$ cat config.mk
export PLATFORM = sky130hd
export DESIGN_NAME = job_lifecycle_table
export DESIGN_NICKNAME = d
export VERILOG_FILES = /design/src/hdl/jlt_pkg.sv /design/src/hdl/jlt_ram.sv /design/src/hdl/job_lifecycle_table.sv
export SDC_FILE = /design/constraint.sdc
export NUM_CORES = 2
export LEC_CHECK = 0
export BUFFER_PORTS_ARGS = -buffer_cell sky130_fd_sc_hd__buf_2
export CORE_AREA = 2 2 310 374
export DETAILED_ROUTE_END_ITERATION = 6
export DIE_AREA = 0 0 312 376
export PLACE_DENSITY = 0.76
export SYNTH_ARGS = -nofsm -noshare
export SYNTH_HDL_FRONTEND = slang
export SYNTH_SLANG_ARGS = --single-unit
export TNS_END_PERCENT = 10
$ cat constraint.sdc
create_clock -name clk -period 10.2 [get_ports clk]
set_input_delay 2.04 -clock clk [delete_from_list [all_inputs] [get_ports clk]]
set_output_delay 2.04 -clock clk [all_outputs]
set_load 0.005 [all_outputs]
$ cat src/hdl/jlt_pkg.sv
package jlt_pkg;

	localparam int MAX_JOBS_DEF = 16;

	// request kinds carried on s_tuser
	localparam logic [2:0] MODE_OFFER  = 3'd0;
	localparam logic [2:0] MODE_CLAIM  = 3'd1;
	localparam logic [2:0] MODE_SUBMIT = 3'd2;
	localparam logic [2:0] MODE_CANCEL = 3'd3;
	localparam logic [2:0] MODE_QUERY  = 3'd4;
	localparam logic [2:0] MODE_POLL   = 3'd5;

	// job lifecycle codes
	localparam logic [2:0] JS_IDLE    = 3'd0;
	localparam logic [2:0] JS_OFFERED = 3'd1;
	localparam logic [2:0] JS_CLAIMED = 3'd2;
	localparam logic [2:0] JS_RUNNING = 3'd3;
	localparam logic [2:0] JS_DONE    = 3'd4;
	localparam logic [2:0] JS_FAILED  = 3'd5;

	// result status codes
	localparam logic [1:0] STAT_OK        = 2'd0;
	localparam logic [1:0] STAT_NOT_FOUND = 2'd1;
	localparam logic [1:0] STAT_WRONG     = 2'd2;
	localparam logic [1:0] STAT_FULL      = 2'd3;

	localparam logic [15:0] LIMIT_RST   = 16'd4096;
	localparam logic [31:0] NEXT_ID_RST = 32'd1;

	localparam int IN_DATA_W  = 88;
	localparam int OUT_DATA_W = 104;
	localparam int COUNT_W    = 5;

	typedef struct packed {
		logic [15:0] len;
		logic [31:0] peer;
		logic [2:0]  state;
		logic [31:0] id;
	} ent_t;

endpackage

$ cat src/hdl/jlt_ram.sv
module jlt_ram #(
	parameter int DEPTH = 16,
	parameter int AW = 4
) (
	input  logic            clk,
	input  logic            wr_en,
	input  logic [AW-1:0]   wr_addr,
	input  jlt_pkg::ent_t   wr_data,
	input  logic            rd_en,
	input  logic [AW-1:0]   rd_addr,
	output jlt_pkg::ent_t   rd_data
);
	import jlt_pkg::*;

	ent_t mem [DEPTH];
	ent_t rd_data_q;

	always_ff @(posedge clk) begin
		if (wr_en) begin
			mem[wr_addr] <= wr_data;
		end
	end

	always_ff @(posedge clk) begin
		if (rd_en) begin
			rd_data_q <= mem[rd_addr];
		end
	end

	assign rd_data = rd_data_q;

endmodule

$ cat src/hdl/job_lifecycle_table.sv
// Sequence: offer, poll and unused kinds go from capture straight to the response state;
// claim, submit, cancel and query scan the live entries for the id, respond on a miss,
// act on a hit, and a cancel that moves the last entry adds a copy before responding.
// Throughput: one request at a time; the next is taken once the result loads, which waits
// while the output holds an untaken result; the id scan reads one entry per cycle.
// Reset: arst_n clears control, counts, next id (to 1) and the limit (to 4096), not the RAM.
module job_lifecycle_table #(
	parameter int MAX_JOBS = jlt_pkg::MAX_JOBS_DEF
) (
	input  logic                          clk,
	input  logic                          arst_n,
	input  logic                          cfg_wr_en,
	input  logic [15:0]                   cfg_wr_data,   // artifact_limit
	input  logic                          s_tvalid,
	output logic                          s_tready,
	// job_id[31:0], peer_id[63:32], compile_ok[64], artifact_present[65],
	// art_len[81:66], zero pad[87:82]
	input  logic [jlt_pkg::IN_DATA_W-1:0] s_tdata,
	input  logic [2:0]                    s_tuser,       // mode[2:0]
	output logic                          m_tvalid,
	input  logic                          m_tready,
	// status_code[1:0], new_id[33:2], job_state[36:34], job_peer[68:37],
	// job_art_len[84:69], changed[85], live_count[90:86],
	// pending_count[95:91], running_count[100:96], zero pad[103:101]
	output logic [jlt_pkg::OUT_DATA_W-1:0] m_tdata
);
	import jlt_pkg::*;

	// slot index width and a count width that can hold MAX_JOBS itself
	localparam int IW = (MAX_JOBS > 1) ? $clog2(MAX_JOBS) : 1;
	localparam int CW = $clog2(MAX_JOBS + 1);

	localparam logic [2:0] S_IDLE = 3'd0;
	localparam logic [2:0] S_SCAN = 3'd1;
	localparam logic [2:0] S_ACT  = 3'd2;
	localparam logic [2:0] S_COPY = 3'd3;
	localparam logic [2:0] S_RESP = 3'd4;

	logic [2:0]  state_q;

	// captured request
	logic [2:0]  mode_q;
	logic [31:0] id_q;
	logic [31:0] peer_q;
	logic        ok_q;
	logic        pres_q;
	logic [15:0] len_q;

	// table bookkeeping
	logic [15:0]   limit_q;
	logic [CW-1:0] live_q;
	logic [CW-1:0] pend_q;
	logic [31:0]   next_id_q;
	logic          change_q;

	// scan pipeline: read issued in one cycle, compared in the next
	logic [CW-1:0] scan_q;
	logic          chk_s1;
	logic [IW-1:0] chk_idx_s1;
	logic [IW-1:0] hit_idx_q;
	ent_t          hit_q;

	// response fields
	logic [1:0]  status_q;
	logic [31:0] new_id_q;
	logic        changed_q;

	logic                  m_tvalid_q;
	logic [OUT_DATA_W-1:0] m_tdata_q;

	// RAM port
	logic          rd_en;
	logic [IW-1:0] rd_addr;
	ent_t          rd_data;
	logic          wr_en;
	logic [IW-1:0] wr_addr;
	ent_t          wr_data;

	logic          accept;
	logic          full;
	logic          scan_more;
	logic          hit;
	logic [CW-1:0] last_c;
	logic          move_last;
	logic          submit_good;
	logic          resp_go;

	logic [31:0] in_id;
	logic [31:0] in_peer;
	logic        in_ok;
	logic        in_pres;
	logic [15:0] in_len;

	assign in_id   = s_tdata[31:0];
	assign in_peer = s_tdata[63:32];
	assign in_ok   = s_tdata[64];
	assign in_pres = s_tdata[65];
	assign in_len  = s_tdata[81:66];

	// one request in flight; the output register holds a finished result on its own
	assign s_tready = (state_q == S_IDLE);
	assign accept   = s_tvalid && s_tready;

	assign full      = (live_q >= CW'(MAX_JOBS));
	assign scan_more = (scan_q < live_q);
	assign hit       = chk_s1 && (rd_data.id == id_q);
	assign last_c    = live_q - CW'(1);
	// the entry to drop is not the last one: refill its slot from the last
	assign move_last = (CW'(hit_idx_q) < last_c);
	assign submit_good = ok_q && pres_q && (len_q != 16'd0) && (len_q <= limit_q);
	assign resp_go   = !m_tvalid_q || m_tready;

	// RAM access steering
	always_comb begin
		rd_en   = 1'b0;
		rd_addr = scan_q[IW-1:0];
		wr_en   = 1'b0;
		wr_addr = hit_idx_q;
		wr_data = hit_q;
		case (state_q)
			S_IDLE: begin
				// append the offered job at the end of the live region
				wr_addr = live_q[IW-1:0];
				wr_data = '{len: 16'd0, peer: 32'd0, state: JS_OFFERED, id: next_id_q};
				wr_en   = accept && (s_tuser == MODE_OFFER) && !full;
			end
			S_SCAN: begin
				rd_en = scan_more;
			end
			S_ACT: begin
				case (mode_q)
					MODE_CLAIM: begin
						wr_data.peer  = peer_q;
						wr_data.state = JS_CLAIMED;
						wr_en = (hit_q.state == JS_OFFERED);
					end
					MODE_SUBMIT: begin
						if (submit_good) begin
							wr_data.len   = len_q;
							wr_data.state = JS_DONE;
						end else begin
							wr_data.state = JS_FAILED;
						end
						wr_en = (hit_q.state == JS_CLAIMED) || (hit_q.state == JS_RUNNING);
					end
					MODE_CANCEL: begin
						// fetch the last entry for the move into the freed slot
						rd_addr = last_c[IW-1:0];
						rd_en   = (hit_q.state != JS_DONE) && (hit_q.state != JS_FAILED)
							&& move_last;
					end
					default: begin
					end
				endcase
			end
			S_COPY: begin
				wr_data = rd_data;
				wr_en   = 1'b1;
			end
			default: begin
			end
		endcase
	end

	jlt_ram #(
		.DEPTH (MAX_JOBS),
		.AW    (IW)
	) u_ram (
		.clk     (clk),
		.wr_en   (wr_en),
		.wr_addr (wr_addr),
		.wr_data (wr_data),
		.rd_en   (rd_en),
		.rd_addr (rd_addr),
		.rd_data (rd_data)
	);

	// request capture; payload only, no reset needed
	always_ff @(posedge clk) begin
		if (accept) begin
			mode_q <= s_tuser;
			id_q   <= in_id;
			peer_q <= in_peer;
			ok_q   <= in_ok;
			pres_q <= in_pres;
			len_q  <= in_len;
		end
	end

	always_ff @(posedge clk or negedge arst_n) begin
		if (!arst_n) begin
			limit_q <= LIMIT_RST;
		end else if (cfg_wr_en) begin
			limit_q <= cfg_wr_data;
		end
	end

	// sequencer: capture, scan, act, optional move, respond
	always_ff @(posedge clk or negedge arst_n) begin
		if (!arst_n) begin
			state_q    <= S_IDLE;
			live_q     <= '0;
			pend_q     <= '0;
			next_id_q  <= NEXT_ID_RST;
			change_q   <= 1'b0;
			scan_q     <= '0;
			chk_s1     <= 1'b0;
			chk_idx_s1 <= '0;
			hit_idx_q  <= '0;
			hit_q      <= '0;
			status_q   <= STAT_OK;
			new_id_q   <= '0;
			changed_q  <= 1'b0;
		end else begin
			case (state_q)
				S_IDLE: begin
					if (accept) begin
						status_q  <= STAT_OK;
						new_id_q  <= '0;
						changed_q <= 1'b0;
						scan_q    <= '0;
						chk_s1    <= 1'b0;
						case (s_tuser)
							MODE_OFFER: begin
								if (full) begin
									status_q <= STAT_FULL;
								end else begin
									new_id_q  <= next_id_q;
									next_id_q <= next_id_q + 32'd1;
									live_q    <= live_q + CW'(1);
									pend_q    <= pend_q + CW'(1);
									change_q  <= 1'b1;
								end
								state_q <= S_RESP;
							end
							MODE_POLL: begin
								// read and clear the change flag
								changed_q <= change_q;
								change_q  <= 1'b0;
								state_q   <= S_RESP;
							end
							MODE_CLAIM, MODE_SUBMIT, MODE_CANCEL, MODE_QUERY: begin
								state_q <= S_SCAN;
							end
							default: begin
								state_q <= S_RESP;
							end
						endcase
					end
				end
				S_SCAN: begin
					// issue the next slot while comparing the one read last cycle
					chk_s1     <= scan_more;
					chk_idx_s1 <= scan_q[IW-1:0];
					if (scan_more) begin
						scan_q <= scan_q + CW'(1);
					end
					if (hit) begin
						hit_q     <= rd_data;
						hit_idx_q <= chk_idx_s1;
						state_q   <= S_ACT;
					end else if (!scan_more) begin
						status_q <= STAT_NOT_FOUND;
						state_q  <= S_RESP;
					end
				end
				S_ACT: begin
					state_q <= S_RESP;
					case (mode_q)
						MODE_CLAIM: begin
							if (hit_q.state != JS_OFFERED) begin
								status_q <= STAT_WRONG;
							end else begin
								change_q <= 1'b1;
							end
						end
						MODE_SUBMIT: begin
							if ((hit_q.state != JS_CLAIMED) && (hit_q.state != JS_RUNNING)) begin
								status_q <= STAT_WRONG;
							end else begin
								if (hit_q.state == JS_CLAIMED) begin
									pend_q <= pend_q - CW'(1);
								end
								change_q <= 1'b1;
							end
						end
						MODE_CANCEL: begin
							// a finished job stays put and answers ok
							if ((hit_q.state != JS_DONE) && (hit_q.state != JS_FAILED)) begin
								if ((hit_q.state == JS_OFFERED) || (hit_q.state == JS_CLAIMED)) begin
									pend_q <= pend_q - CW'(1);
								end
								live_q   <= last_c;
								change_q <= 1'b1;
								if (move_last) begin
									state_q <= S_COPY;
								end
							end
						end
						default: begin
						end
					endcase
				end
				S_COPY: begin
					state_q <= S_RESP;
				end
				S_RESP: begin
					if (resp_go) begin
						state_q <= S_IDLE;
					end
				end
				default: begin
					state_q <= S_IDLE;
				end
			endcase
		end
	end

	// output register: load the result, drop it once taken
	logic        q_sel;
	logic [2:0]  q_state;
	logic [31:0] q_peer;
	logic [15:0] q_len;

	assign q_sel   = (mode_q == MODE_QUERY) && (status_q == STAT_OK);
	assign q_state = q_sel ? hit_q.state : 3'd0;
	assign q_peer  = q_sel ? hit_q.peer : 32'd0;
	assign q_len   = q_sel ? hit_q.len : 16'd0;

	always_ff @(posedge clk or negedge arst_n) begin
		if (!arst_n) begin
			m_tvalid_q <= 1'b0;
		end else begin
			if (m_tready) begin
				m_tvalid_q <= 1'b0;
			end
			if ((state_q == S_RESP) && resp_go) begin
				m_tvalid_q <= 1'b1;
			end
		end
	end

	// no request ever moves a job to running, so the running count stays zero
	always_ff @(posedge clk) begin
		if ((state_q == S_RESP) && resp_go) begin
			m_tdata_q <= {3'd0, COUNT_W'(0), COUNT_W'(pend_q), COUNT_W'(live_q), changed_q,
				q_len, q_peer, q_state, new_id_q, status_q};
		end
	end

	assign m_tvalid = m_tvalid_q;
	assign m_tdata  = m_tdata_q;

`ifndef ASSERT_OFF
	a_live_max: assert property (@(posedge clk) disable iff (!arst_n)
		live_q <= CW'(MAX_JOBS))
		else $error("live count beyond table size");

	a_pend_le_live: assert property (@(posedge clk) disable iff (!arst_n)
		pend_q <= live_q)
		else $error("pending count above live count");

	a_offer_grows: assert property (@(posedge clk) disable iff (!arst_n)
		(accept && (s_tuser == MODE_OFFER) && !full) |=> (live_q == $past(live_q) + CW'(1)))
		else $error("offer did not append an entry");

	a_scan_bound: assert property (@(posedge clk) disable iff (!arst_n)
		(state_q == S_SCAN) |-> (scan_q <= live_q))
		else $error("scan ran past the live region");
`endif

endmodule

==> flow_metrics.tcl <==
set metrics [dict create \
    final_core_util_pct 68.88 \
    ys_ff_latch 1787 \
    yosysWarnings 0 \
    worstSetupEndpointType "register" \
    root_buffer "clkbuf_16" \
    synthTopCellsByArea "edfxtp_1, dfrtp_1, mux2i_1" \
    cap_viol_max_count 0 \
    vias 40050 \
    synth-main-ff-cell "edfxtp_1" \
    synth-edff-count 1592 \
    drc 2 \
    avgSynthCellArea_um2 16.63 \
    setup_slack_ns 4.328 \
    drt_pass1_iterations 7 \
    internal_power_mw 13.50 \
    hold_buffers 0 \
    cts_made_buffers 165 \
    finalSetupTns_ns 0 \
    status "finished, violations left" \
    place_hpwl_um 84400 \
    cts_tree "yes" \
    yosys.area.top_type_share_pct 68.21 \
    worstSetupStartpointType "primary input" \
    slew-limit-headroom_pct 1.759 \
    async_flop_share_pct 10.91 \
    fmaxAchievable_mhz 170.3 \
    postCtsSetupRepairBufs 0 \
    max_stage_delay_ns 0.92 \
    io_pins 218 \
    setup_violations 0 \
    synth.distinct_cells 74 \
    grt_use_total_pct 28.56 \
    skew_ns 0.03179 \
    drt_iter0_drc 5104 \
    row_count 136 \
    cts_sinks 1787 \
    gp_congestion 0.8256 \
    clk_path_buf_depth 3 \
    die_w_um 312 \
    critPathBufInv 5 \
    clk_pin_slew_ns 0.06 \
    io_buffers 203 \
    cts_max_level 4 \
    hold_path.class "register to register" \
    cp_max_fo 86 \
    routedWlPerCell_um 27.75 \
    routed_wl_um 168200 \
    die-area_mm2 0.1173 \
    pwr-share-comb_pct 20.6 \
    clockPowerShare_pct 31.9 \
    layout_min_cycle_time_ns 5.872 \
    ff_latch_area_mm2 0.05269 \
    tightest_slew_ns 1.474 \
    critPathSlowestCell "buf_4" \
    path_delay_family "buffers and inverters" \
    p_switching_mw 5.740 \
    violations "DRC" \
    multiInputGateArea_mm2 0.01632 \
    fillers 7289 \
    seq_power_share_pct 47.5 \
    finalHoldViolations 0 \
    viasPerCell 6.607 \
    final_cell_mix "edfxtp_1, mux2i_1, nand2_1, a211oi_1, buf_2" \
    crit_chain "buf_2 > nand2_1 > buf_4 > inv_6 > nand2_1 > a31oi_1 > nand3_1 > nor2_4 > buf_4 > buf_4" \
    overflow 0 \
    synth-seq-area-share_pct 75.17 \
    antenna_found_initial 2 \
    drive_above_1_share_pct 15.67 \
    synth_largest_area_cell "edfxtp_1" \
    rsz0062_at_grt "no" \
    cp.required_ns 10.60 \
    crit_top_cell "buf_4" \
    die_h_um 376 \
    core-area_mm2 0.1137 \
    ant_nets 0 \
    ir_drop_uv 305.0 \
    p_leak_nw 30.12 \
    synthCells 4214 \
    layout_worst_path_cycle_share_pct 57.57 \
    grt_max_degree 166 \
    syn_area_mm2 0.07009 \
    power_density_mw_per_mm2 245.8 \
    diodes 0 \
    critical_path_arrival_ns 6.27 \
    dp_slack_ns 3.496 \
    layout.nets 4544 \
    clk_latency_ns 0.80 \
    p_sw_share_pct 29.83 \
    finalMaxSlewViolations 0 \
    crit_type "primary input to register" \
    cts_resized 0 \
    grt_pass1_vias 39580 \
    initial_core_util_pct 61.66 \
    grt_pass1_wl_um 247800 \
    areaGrowthSynthToFinish_pct 11.71 \
    final_common_cell "edfxtp_1" \
]
-- layout make-up --
cell class	count	area share, %
clock inverter	74	1.055
multi-input combinational	2101	20.85
sequential	1787	67.29
clock buffer	235	5.879
timing repair buffer	271	2.138
tap	1518	2.426
inverter	75	0.3659
-- layer usage --
metal | routed length [µm] | share of wire, % | GRT usage [%]
met1 | 64010 | 38 | 39.07
met2 | 82770 | 49 | 46.68
met3 | 15450 | 9.2 | 4.656
met4 | 5980 | 3.6 | 11.00
met5 | 0 | 0 | 0
-- through the flow --
stage                     std cells  hold WS [ns]  total power, mW  instance area (µm²)
final                          6061        0.4484            19.24                78300
after global routing           6061        0.4556            19.85                78300
after CTS                      6061        0.4515            19.27                78290
after detailed placement       5752        0.4365            13.20                72860
after global placement         5752        0.4311            13.10                72860
after floorplan                4221        0.4231            11.79                70120
-- synth_stat cells, types with 12 or more instances --
library cell and number:
edfxtp_1 1592, mux2i_1 362, nand2_1 285, a211oi_1 227, dfrtp_1 193, o22ai_1 167, o21ai_0 157, clkbuf_1 152
and2_1 111, mux2_2 90, a221oi_1 83, or4_1 82, nand3_1 73, inv_1 72, buf_2 69, xnor2_1 69
mux4_2 52, nor2_1 36, a22oi_1 34, a222oi_1 32, ha_1 30, a21oi_1 27, buf_1 18, a221o_1 17
nand4_1 16, buf_4 14, nor3_1 12
-- registers in the layout, summed over array words and instances, names as in the netlist, 16 cells and up --
signal         count
u_ram.mem       1328
m_tdata           96
hit_q             83
u_ram.rd_data     83
id_q              32
new_id_q          32
next_id_q         32
peer_q            32
len_q             16
limit_q           16
-- cell families after synthesis --
logic type / share of synthesized area [%]
and+or+nand+nor: 5.061
buffers and inverters: 2.035
xor gates and xnor gates: 0.9497
other: 0.005350
AOI/OAI and AO/OA: 7.928
DFF: 75.17
muxes: 8.286
adders and majority gates: 0.5641
-- power groups by stage --
stage / combinational (mW) / clock [mW] / sequential, mW
after global routing: 4.20 / 6.46 / 9.18
after global placement: 3.84 / 0 / 9.26
after detailed placement: 3.92 / 0 / 9.28
after CTS: 3.95 / 6.19 / 9.14
final: 3.97 / 6.13 / 9.14
after floorplan: 2.63 / 0 / 9.16
-- worst register-to-register path, stage by stage (launching register included) --
cell	delay, ns
dfrtp_1	0.53
inv_1	0.26
nand2_1	0.26
clkinv_1	0.12
nand2_1	0.07
buf_4	0.27
inv_6	0.63
nand2_1	0.42
a31oi_1	0.51
nand3_1	0.42
nor2_4	0.21
buf_4	0.59
buf_4	0.92
-- worst paths after layout --
check                                         start                     endpoint  slack (ns)  depth (start not counted)
setup reg to reg             state_q[1]$_DFFE_PN0P_  u_ram.mem[13][51]$_DFFE_PP_        4.55                         12
min in group asynchronous                    arst_n        hit_q[15]$_DFFE_PN0P_        1.27                          1
setup / recovery                           s_tvalid  u_ram.mem[13][51]$_DFFE_PP_        4.33                         10
max in group asynchronous                    arst_n        pend_q[0]$_DFFE_PN0P_        7.41                          2
hold / removal             new_id_q[23]$_DFFE_PN0P_        m_tdata[25]$_DFFE_PP_        0.45                          0
hold reg to reg            new_id_q[23]$_DFFE_PN0P_        m_tdata[25]$_DFFE_PP_        0.45                          0
(Power assumes the default switching activity.)
